## config.mk

```make
export PLATFORM = sky130hd
export DESIGN_NAME = fir_filter_loadable_taps
export DESIGN_NICKNAME = d
export VERILOG_FILES = /design/src/hdl/fir_pkg.sv /design/src/hdl/fir_cell.sv /design/src/hdl/fir_mac.sv /design/src/hdl/fir_filter_loadable_taps.sv
export SDC_FILE = /design/constraint.sdc
export NUM_CORES = 2
export LEC_CHECK = 0
export BUFFER_PORTS_ARGS = -buffer_cell sky130_fd_sc_hd__buf_2
export CORE_MARGIN = 2
export CORE_UTILIZATION = 35
export CTS_CLUSTER_SIZE = 16
export DETAILED_ROUTE_END_ITERATION = 10
export SYNTH_ARGS = -nofsm -noshare
export SYNTH_HDL_FRONTEND = slang
export SYNTH_HIERARCHICAL = 1
export SYNTH_SLANG_ARGS = --single-unit
```

## constraint.sdc

```tcl
create_clock -name clk -period 9.71 [get_ports clk]
set_input_delay 0.4855 -clock clk [delete_from_list [all_inputs] [get_ports clk]]
set_output_delay 0.4855 -clock clk [all_outputs]
set_load 0.01 [all_outputs]
```

## src/hdl/fir_pkg.sv

```systemverilog
// Shared types and constants for the loadable-tap FIR filter.
package fir_pkg;

	localparam int DATA_W = 16;
	localparam int IDX_W  = 6;
	localparam int GAIN_W = 8;
	localparam int PROD_W = 2 * DATA_W;

	// op field codes
	localparam logic OP_SAMPLE = 1'b0;
	localparam logic OP_COEF   = 1'b1;

	// per-cell control: move data one cell along the rings, or write a tap
	typedef struct packed {
		logic shift_hist;
		logic shift_coef;
		logic load_coef;
	} fir_cell_ctl_t;

endpackage

```

## src/hdl/fir_cell.sv

```systemverilog
// One tap cell: holds one history sample and one coefficient.
module fir_cell #(
	parameter logic signed [15:0] RST_COEF = 16'sd0
) (
	input  logic                                    clk,
	input  logic                                    arst_n,
	input  fir_pkg::fir_cell_ctl_t                  ctl,
	input  logic signed [fir_pkg::DATA_W-1:0]       hist_in,
	input  logic signed [fir_pkg::DATA_W-1:0]       coef_in,
	input  logic signed [fir_pkg::DATA_W-1:0]       coef_wdata,
	output logic signed [fir_pkg::DATA_W-1:0]       hist_q,
	output logic signed [fir_pkg::DATA_W-1:0]       coef_q
);
	import fir_pkg::*;

	always_ff @(posedge clk or negedge arst_n) begin
		if (!arst_n) begin
			hist_q <= '0;
		end else if (ctl.shift_hist) begin
			hist_q <= hist_in;
		end
	end

	// tap write only happens while the rings are at rest
	always_ff @(posedge clk or negedge arst_n) begin
		if (!arst_n) begin
			coef_q <= RST_COEF;
		end else if (ctl.load_coef) begin
			coef_q <= coef_wdata;
		end else if (ctl.shift_coef) begin
			coef_q <= coef_in;
		end
	end

endmodule

```

## src/hdl/fir_mac.sv

```systemverilog
// Multiply-accumulate at the end of the tap chain, with rounding and saturation.
module fir_mac #(
	parameter int TAPS           = 51,
	parameter int COEF_FRAC_BITS = 14
) (
	input  logic                                clk,
	input  logic                                arst_n,
	input  logic                                clear,
	input  logic                                en,
	input  logic signed [fir_pkg::DATA_W-1:0]   hist,
	input  logic signed [fir_pkg::DATA_W-1:0]   coef,
	output logic signed [fir_pkg::DATA_W-1:0]   result,
	output logic                                ovf
);
	import fir_pkg::*;

	localparam int ACC_W = PROD_W + 2 + $clog2(TAPS + 1);
	localparam logic signed [ACC_W-1:0] HALF    = ACC_W'(1) << (COEF_FRAC_BITS - 1);
	localparam logic signed [ACC_W-1:0] SAT_MAX = ACC_W'(32767);
	localparam logic signed [ACC_W-1:0] SAT_MIN = -(ACC_W'(32768));

	logic signed [PROD_W-1:0] prod_s1;
	logic                     vld_s1;
	logic signed [ACC_W-1:0]  acc_q;
	logic signed [ACC_W-1:0]  rnd;
	logic signed [ACC_W-1:0]  shifted;

	always_ff @(posedge clk) begin
		prod_s1 <= hist * coef;
	end

	always_ff @(posedge clk or negedge arst_n) begin
		if (!arst_n) begin
			vld_s1 <= 1'b0;
			acc_q  <= '0;
		end else begin
			vld_s1 <= en;
			if (clear) begin
				acc_q <= '0;
			end else if (vld_s1) begin
				acc_q <= acc_q + ACC_W'(prod_s1);
			end
		end
	end

	// round half up: floor((acc + half) / 2^frac)
	assign rnd     = acc_q + HALF;
	assign shifted = rnd >>> COEF_FRAC_BITS;

	always_comb begin
		if (shifted > SAT_MAX) begin
			result = 16'sh7fff;
			ovf    = 1'b1;
		end else if (shifted < SAT_MIN) begin
			result = -16'sh8000;
			ovf    = 1'b1;
		end else begin
			result = shifted[DATA_W-1:0];
			ovf    = 1'b0;
		end
	end

endmodule

```

## src/hdl/fir_filter_loadable_taps.sv

```systemverilog
// Top level of the loadable-tap FIR filter: tap cell chain, MAC and control.
//
//   channel   signals                                      direction
//   input     in_valid/in_ready, op, sample,                in
//             coef_index, coef_value
//   output    out_valid/out_ready, filtered, overflow       out
//   config    cfg_we, cfg_wdata (gain)                      in
//
// A sample transfer holds off the next input transfer while the
// history and coefficient rings rotate once through all TAPS cells past one
// multiplier, then the DRAIN state empties the product register and the FINISH
// state loads the output register. A coefficient-write transfer leaves the block idle.
// Reset clears the history, loads a unit impulse into the taps and sets gain 1.
// A result held in the output register does not stall input; only loading a
// new result waits for the previous one to be taken.
module fir_filter_loadable_taps #(
	parameter int TAPS           = 51,
	parameter int COEF_FRAC_BITS = 14
) (
	input  logic                                clk,
	input  logic                                arst_n,
	input  logic                                in_valid,
	output logic                                in_ready,
	input  logic                                op,
	input  logic signed [fir_pkg::DATA_W-1:0]   sample,
	input  logic [fir_pkg::IDX_W-1:0]           coef_index,
	input  logic signed [fir_pkg::DATA_W-1:0]   coef_value,
	output logic                                out_valid,
	input  logic                                out_ready,
	output logic signed [fir_pkg::DATA_W-1:0]   filtered,
	output logic                                overflow,
	input  logic                                cfg_we,
	input  logic [fir_pkg::GAIN_W-1:0]          cfg_wdata
);
	import fir_pkg::*;

	localparam int CNT_W = (TAPS > 1) ? $clog2(TAPS) : 1;
	localparam logic [CNT_W-1:0] CNT_LAST = CNT_W'(TAPS - 1);
	// 1.0 in Q(16-F).F, clipped to the largest 16-bit value
	localparam int ONE_RAW = (COEF_FRAC_BITS >= 15) ? 32767 : (1 << COEF_FRAC_BITS);
	localparam logic signed [DATA_W-1:0] ONE_COEF = DATA_W'(ONE_RAW);
	localparam int GPROD_W = DATA_W + GAIN_W + 1;

	typedef enum logic [1:0] {
		ST_IDLE,
		ST_RUN,
		ST_DRAIN,
		ST_FINISH
	} state_t;

	state_t               state_q;
	logic [CNT_W-1:0]     cnt_q;
	logic [GAIN_W-1:0]    gain_q;
	logic                 out_valid_q;
	logic signed [DATA_W-1:0] filtered_q;
	logic                 overflow_q;

	logic                 in_xfer;
	logic                 smp_xfer;
	logic                 coef_xfer;
	logic                 rotate;
	logic signed [GPROD_W-1:0] gprod;
	logic signed [DATA_W-1:0]  gained;
	logic signed [DATA_W-1:0]  hist_w [TAPS];
	logic signed [DATA_W-1:0]  coef_w [TAPS];
	logic signed [DATA_W-1:0]  hist_head;
	logic signed [DATA_W-1:0]  mac_result;
	logic                      mac_ovf;

	assign in_ready  = (state_q == ST_IDLE);
	assign in_xfer   = in_valid && in_ready;
	assign smp_xfer  = in_xfer && (op == OP_SAMPLE);
	assign coef_xfer = in_xfer && (op == OP_COEF);
	assign rotate    = (state_q == ST_RUN);

	// apply gain and clip to 16 bits before the sample enters the history
	assign gprod = sample * $signed({1'b0, gain_q});
	always_comb begin
		if (gprod > GPROD_W'(32767)) begin
			gained = 16'sh7fff;
		end else if (gprod < -(GPROD_W'(32768))) begin
			gained = -16'sh8000;
		end else begin
			gained = gprod[DATA_W-1:0];
		end
	end

	// cell 0 takes the new sample on insert, the last cell's entry on rotate
	assign hist_head = smp_xfer ? gained : hist_w[TAPS-1];

	for (genvar i = 0; i < TAPS; i++) begin : g_cell
		fir_cell_ctl_t ctl;
		logic signed [DATA_W-1:0] hist_src;
		logic signed [DATA_W-1:0] coef_src;

		assign ctl.shift_hist = smp_xfer || rotate;
		assign ctl.shift_coef = rotate;
		assign ctl.load_coef  = coef_xfer && ({2'b00, coef_index} == 8'(i));

		if (i == 0) begin : g_head
			assign hist_src = hist_head;
			assign coef_src = coef_w[TAPS-1];
		end else begin : g_body
			assign hist_src = hist_w[i-1];
			assign coef_src = coef_w[i-1];
		end

		fir_cell #(
			.RST_COEF((i == 0) ? ONE_COEF : 16'sd0)
		) u_cell (
			.clk        (clk),
			.arst_n     (arst_n),
			.ctl        (ctl),
			.hist_in    (hist_src),
			.coef_in    (coef_src),
			.coef_wdata (coef_value),
			.hist_q     (hist_w[i]),
			.coef_q     (coef_w[i])
		);
	end

	fir_mac #(
		.TAPS           (TAPS),
		.COEF_FRAC_BITS (COEF_FRAC_BITS)
	) u_mac (
		.clk    (clk),
		.arst_n (arst_n),
		.clear  (smp_xfer),
		.en     (rotate),
		.hist   (hist_w[TAPS-1]),
		.coef   (coef_w[TAPS-1]),
		.result (mac_result),
		.ovf    (mac_ovf)
	);

	// gain register: the user must write it only while the filter is at rest; the block does not enforce this
	always_ff @(posedge clk or negedge arst_n) begin
		if (!arst_n) begin
			gain_q <= GAIN_W'(1);
		end else if (cfg_we) begin
			gain_q <= cfg_wdata;
		end
	end

	// sequencer and output register
	always_ff @(posedge clk or negedge arst_n) begin
		if (!arst_n) begin
			state_q     <= ST_IDLE;
			cnt_q       <= '0;
			out_valid_q <= 1'b0;
			filtered_q  <= '0;
			overflow_q  <= 1'b0;
		end else begin
			// drop the held result once the consumer takes it
			if (out_valid_q && out_ready) begin
				out_valid_q <= 1'b0;
			end
			unique case (state_q)
				ST_IDLE: begin
					cnt_q <= '0;
					if (smp_xfer) begin
						state_q <= ST_RUN;
					end
				end
				ST_RUN: begin
					// advance the rings one cell; stop after a full turn
					if (cnt_q == CNT_LAST) begin
						cnt_q   <= '0;
						state_q <= ST_DRAIN;
					end else begin
						cnt_q <= cnt_q + CNT_W'(1);
					end
				end
				ST_DRAIN: begin
					state_q <= ST_FINISH;
				end
				ST_FINISH: begin
					// hold the sum until the output register is free
					if (!out_valid_q || out_ready) begin
						out_valid_q <= 1'b1;
						filtered_q  <= mac_result;
						overflow_q  <= mac_ovf;
						state_q     <= ST_IDLE;
					end
				end
				default: begin
					state_q <= ST_IDLE;
				end
			endcase
		end
	end

	assign out_valid = out_valid_q;
	assign filtered  = filtered_q;
	assign overflow  = overflow_q;

`ifndef NO_ASSERTIONS
	a_sample_starts_run: assert property (@(posedge clk) disable iff (!arst_n)
		smp_xfer |=> (state_q == ST_RUN))
		else $error("sample transfer did not start the tap rotation");

	a_coef_stays_idle: assert property (@(posedge clk) disable iff (!arst_n)
		coef_xfer |=> (state_q == ST_IDLE))
		else $error("coefficient write left the idle state");

	a_full_turn: assert property (@(posedge clk) disable iff (!arst_n)
		(state_q == ST_DRAIN) |-> ($past(cnt_q) == CNT_LAST))
		else $error("rings left before a full turn");

	a_result_from_finish: assert property (@(posedge clk) disable iff (!arst_n)
		$rose(out_valid) |-> ($past(state_q) == ST_FINISH))
		else $error("result appeared outside the finish step");
`endif

endmodule

```

==> metrics.txt <==
post-route antenna net violation count 0; vias per cell 4.80; CTS tree yes; cts repair resizes 0; Worst Path Required 10,430 ps; Die ar. 0.270 mm^2; initial antenna violation count 7; Core Region 0.265 mm^2; outcome completed; Max Cap Viol 0; Fill cells 25,100; Clock Latency Late Sink 850 ps; DRT Pass-1 Iters 6; Crit Reg-Reg Endpoint u_mac/prod_s1[31]; Pins Over Slew Limit 0; Syn-to-layout area delta 8.73%; GP Congestion 0.825; Logic pwr share 16.4%; CTS H-tree lvls 4; top-area cell type share of the netlist area 45.9%; Worst setup SP type flip-flop; yosys warns 6; FP Rows 189; Net count, final 8,263; clock power share 41.8%; switching share of power 28.7%; share of cells above drive strength 1 17.4%; Setup Viol. Count Final 0; met2 Use GR 20.1%; RSZ-0062 raised after global routing no; Seq/Total Area, Yosys 46.7%; IO Pins 71; Tcrit/Tclk final 71.9%; area of the multi-input gates 0.0438 mm^2; first-pass GRT wire length 311 mm; total wire length 186 mm; CTS Buffer Depth 3; clk sink count 1,739; Reg2Reg Depth 20; GRT Total Usage 13.8%; I/O Buffers 70; Cells after Synth 7,747; setup slack, reg-to-reg 2730 ps; clk slew on worst S/H paths 60 ps; Seq. cell area 0.0434 mm^2; Max IR drop VDD 0.000272 V; Async S/R FF share, synth 98.2%; setup tns final 0 ps; Synth area leader dfrtp_1; leak pwr 49.2 nW; DRC Markers 0; vias in the first global route 56,100; prevailing post-synth register cell dfrtp_1; total CTS buffers 184; CP max FO 18; post-DP HPWL 120 mm; Switch Pwr 4.98 mW; Die Span Y 519 um; internal power 12.4 mW; Max Freq 143 MHz; Unique masters post-synth 85; end of the critical path u_mac/prod_s1[31]; syn_nets 8,342; largest net degree at the start of global routing 177; fin crit period 6980 ps; GR Overflow Total 0; Mapped Area 0.0929 mm^2; P per Cell Area 172 mW/mm^2; Reg-to-Reg Start g_cell[50].u_cell/coef_q[1]; Max transition margin 12.9%; register share of total power 41.9%; crit path kind flip-flop to flip-flop; Yosys reg bits 1,739; final core utilization 38.2%; M1 GR Usage 21.2%; postcts setup bufs 0; Worst-Margin Slew 1310 ps; most used routing layer met1; Final Skew 89.8 ps; vias 54,500; clk root buf clkbuf_16; Die Wd 519 um; Starting Density 35.1%; Hold WC Path Type input pin to flip-flop; GR Util met3 2.27%; Crit path arrival time 7700 ps; DRT iter0 DRCs 3,947; Area contributors post-synth dfrtp_1, mux2i_1, mux2_4; crit path launch g_cell[50].u_cell/coef_q[1]; Final Hold Violating Endpoints 0; DR WL/cell 16.4 um; Avg Cell Area, Syn 12.0 um^2; EDFF count, synth 0; CP Capture Type flip-flop
## critical path: stages (launching register included)
cell       delay, ps
dfrtp_1          810
nand2_1          210
inv_1            180
fa_1             540
fa_1             870
fa_1             520
fa_1             500
fa_1             490
inv_1             50
fa_1             470
inv_1             40
ha_1             350
a21oi_1          260
inv_1             60
a31oi_1          150
o21ai_0          130
a2111oi_0        440
nor3_1           190
a211o_1          280
a21oi_1          170
xnor2_1          130
## layout by cell type (no fill, tap or decap), drive strengths merged, types with 17 or more instances in the layout
cell            n
dfrtp        1705
nand2        1075
o21ai         915
mux2          847
mux2i         838
inv           460
fa            365
clkbuf        264
and2          203
ha            178
nor2          166
buf           157
a21oi          87
xnor2          61
clkinv         50
nand3          43
a21o           43
xor2           38
dfxtp          32
a211oi         24
nor3           23
and3           17
o22ai          17
dlygate4sd3    17
nand4          17
## stage by stage
stage	cell area [um^2]	hold slack, ps	worst slack (ps)	total power, mW	instances
after floorplan	92900	190	3520	9.26	7747
after global placement	94400	469	2930	10.2	11000
after detailed placement	94400	489	2770	10.2	11000
after CTS	101000	28.5	2720	17.6	11400
after global routing	101000	74.5	2230	18.2	11400
final	101000	95.0	2730	17.4	11400
## registers in the layout, indices dropped and copies added, names as in the netlist, 2 cells and up
register,cells
cnt_q,6
filtered,16
g_cell.u_cell/coef_q,816
g_cell.u_cell/hist_q,816
gain_q,8
state_q,2
u_mac/acc_q,40
u_mac/prod_s1,32
## synthesized netlist by cell type, types with 86 or more instances
cell,number
nand2_1,1075
and2_1,202
dfrtp_1,1705
nor2_1,165
a21oi_1,86
o21ai_1,511
mux2_4,510
buf_6,106
buf_12,102
mux2i_1,838
o21ai_0,404
mux2_2,337
ha_1,178
clkbuf_1,170
fa_1,365
inv_1,454
## routing by layer
layer,vias to the layer above,routed length (um)
met4,2,3420
met2,1014,79000
met3,242,8220
met1,27300,95700
li1,26000,-
met5,-,7
## power by group through the flow
stage                     clock network [mW]  registers (mW)  logic (mW)
after CTS                               7.49            7.27        2.85
after floorplan                            0            7.39        1.87
final                                   7.25            7.27        2.84
after detailed placement                   0            7.40        2.82
after global placement                     0            7.40        2.80
after global routing                    7.79            7.26        3.17
## final cells by class
cell class	instances	share of cell area, %
Clock inverter	75	1.03
Inverter	455	1.69
Sequential cell	1739	42.9
Clock buffer	264	5.29
Antenna cell	4	0.00991
Tap cell	3533	4.38
Multi-Input combinational cell	5114	43.3
Timing Repair Buffer	174	1.38
## cell families (layout without fill, tap and decap cells)
| logic type | Yosys count | in the layout | synth area share [%] |
|---|---|---|---|
| AO/OA/AOI/OAI | 1189 | 1189 | 7.01 |
| XOR/XNOR | 99 | 99 | 0.933 |
| adder cells (fa/ha/maj) | 543 | 543 | 10.3 |
| buffers and inverters | 894 | 968 | 6.34 |
| flip-flops | 1739 | 1739 | 46.7 |
| multiplexers | 1685 | 1685 | 21.4 |
| other | 0 | 4 | 0 |
| AND/OR/NAND/NOR | 1598 | 1598 | 7.44 |
## what timing repair did
action                                  CTS  global route
hold buffers                             17             0
endpoints found under the setup margin    0             0
hold endpoints to repair                136             0
## worst min-delay path by stage
stage,startpoint,to,slack (ps),cells past startpoint
2_1_floorplan,arst_n,cnt_q[0],190,0
3_3_place_gp,cnt_q[5],cnt_q[5],470,1
3_5_place_dp,cnt_q[5],cnt_q[5],490,1
4_1_cts,out_ready,out_valid,30,3
5_1_grt,out_ready,out_valid,70,3
6_report,out_ready,out_valid,100,3
Power figures use the tool's default switching activity.
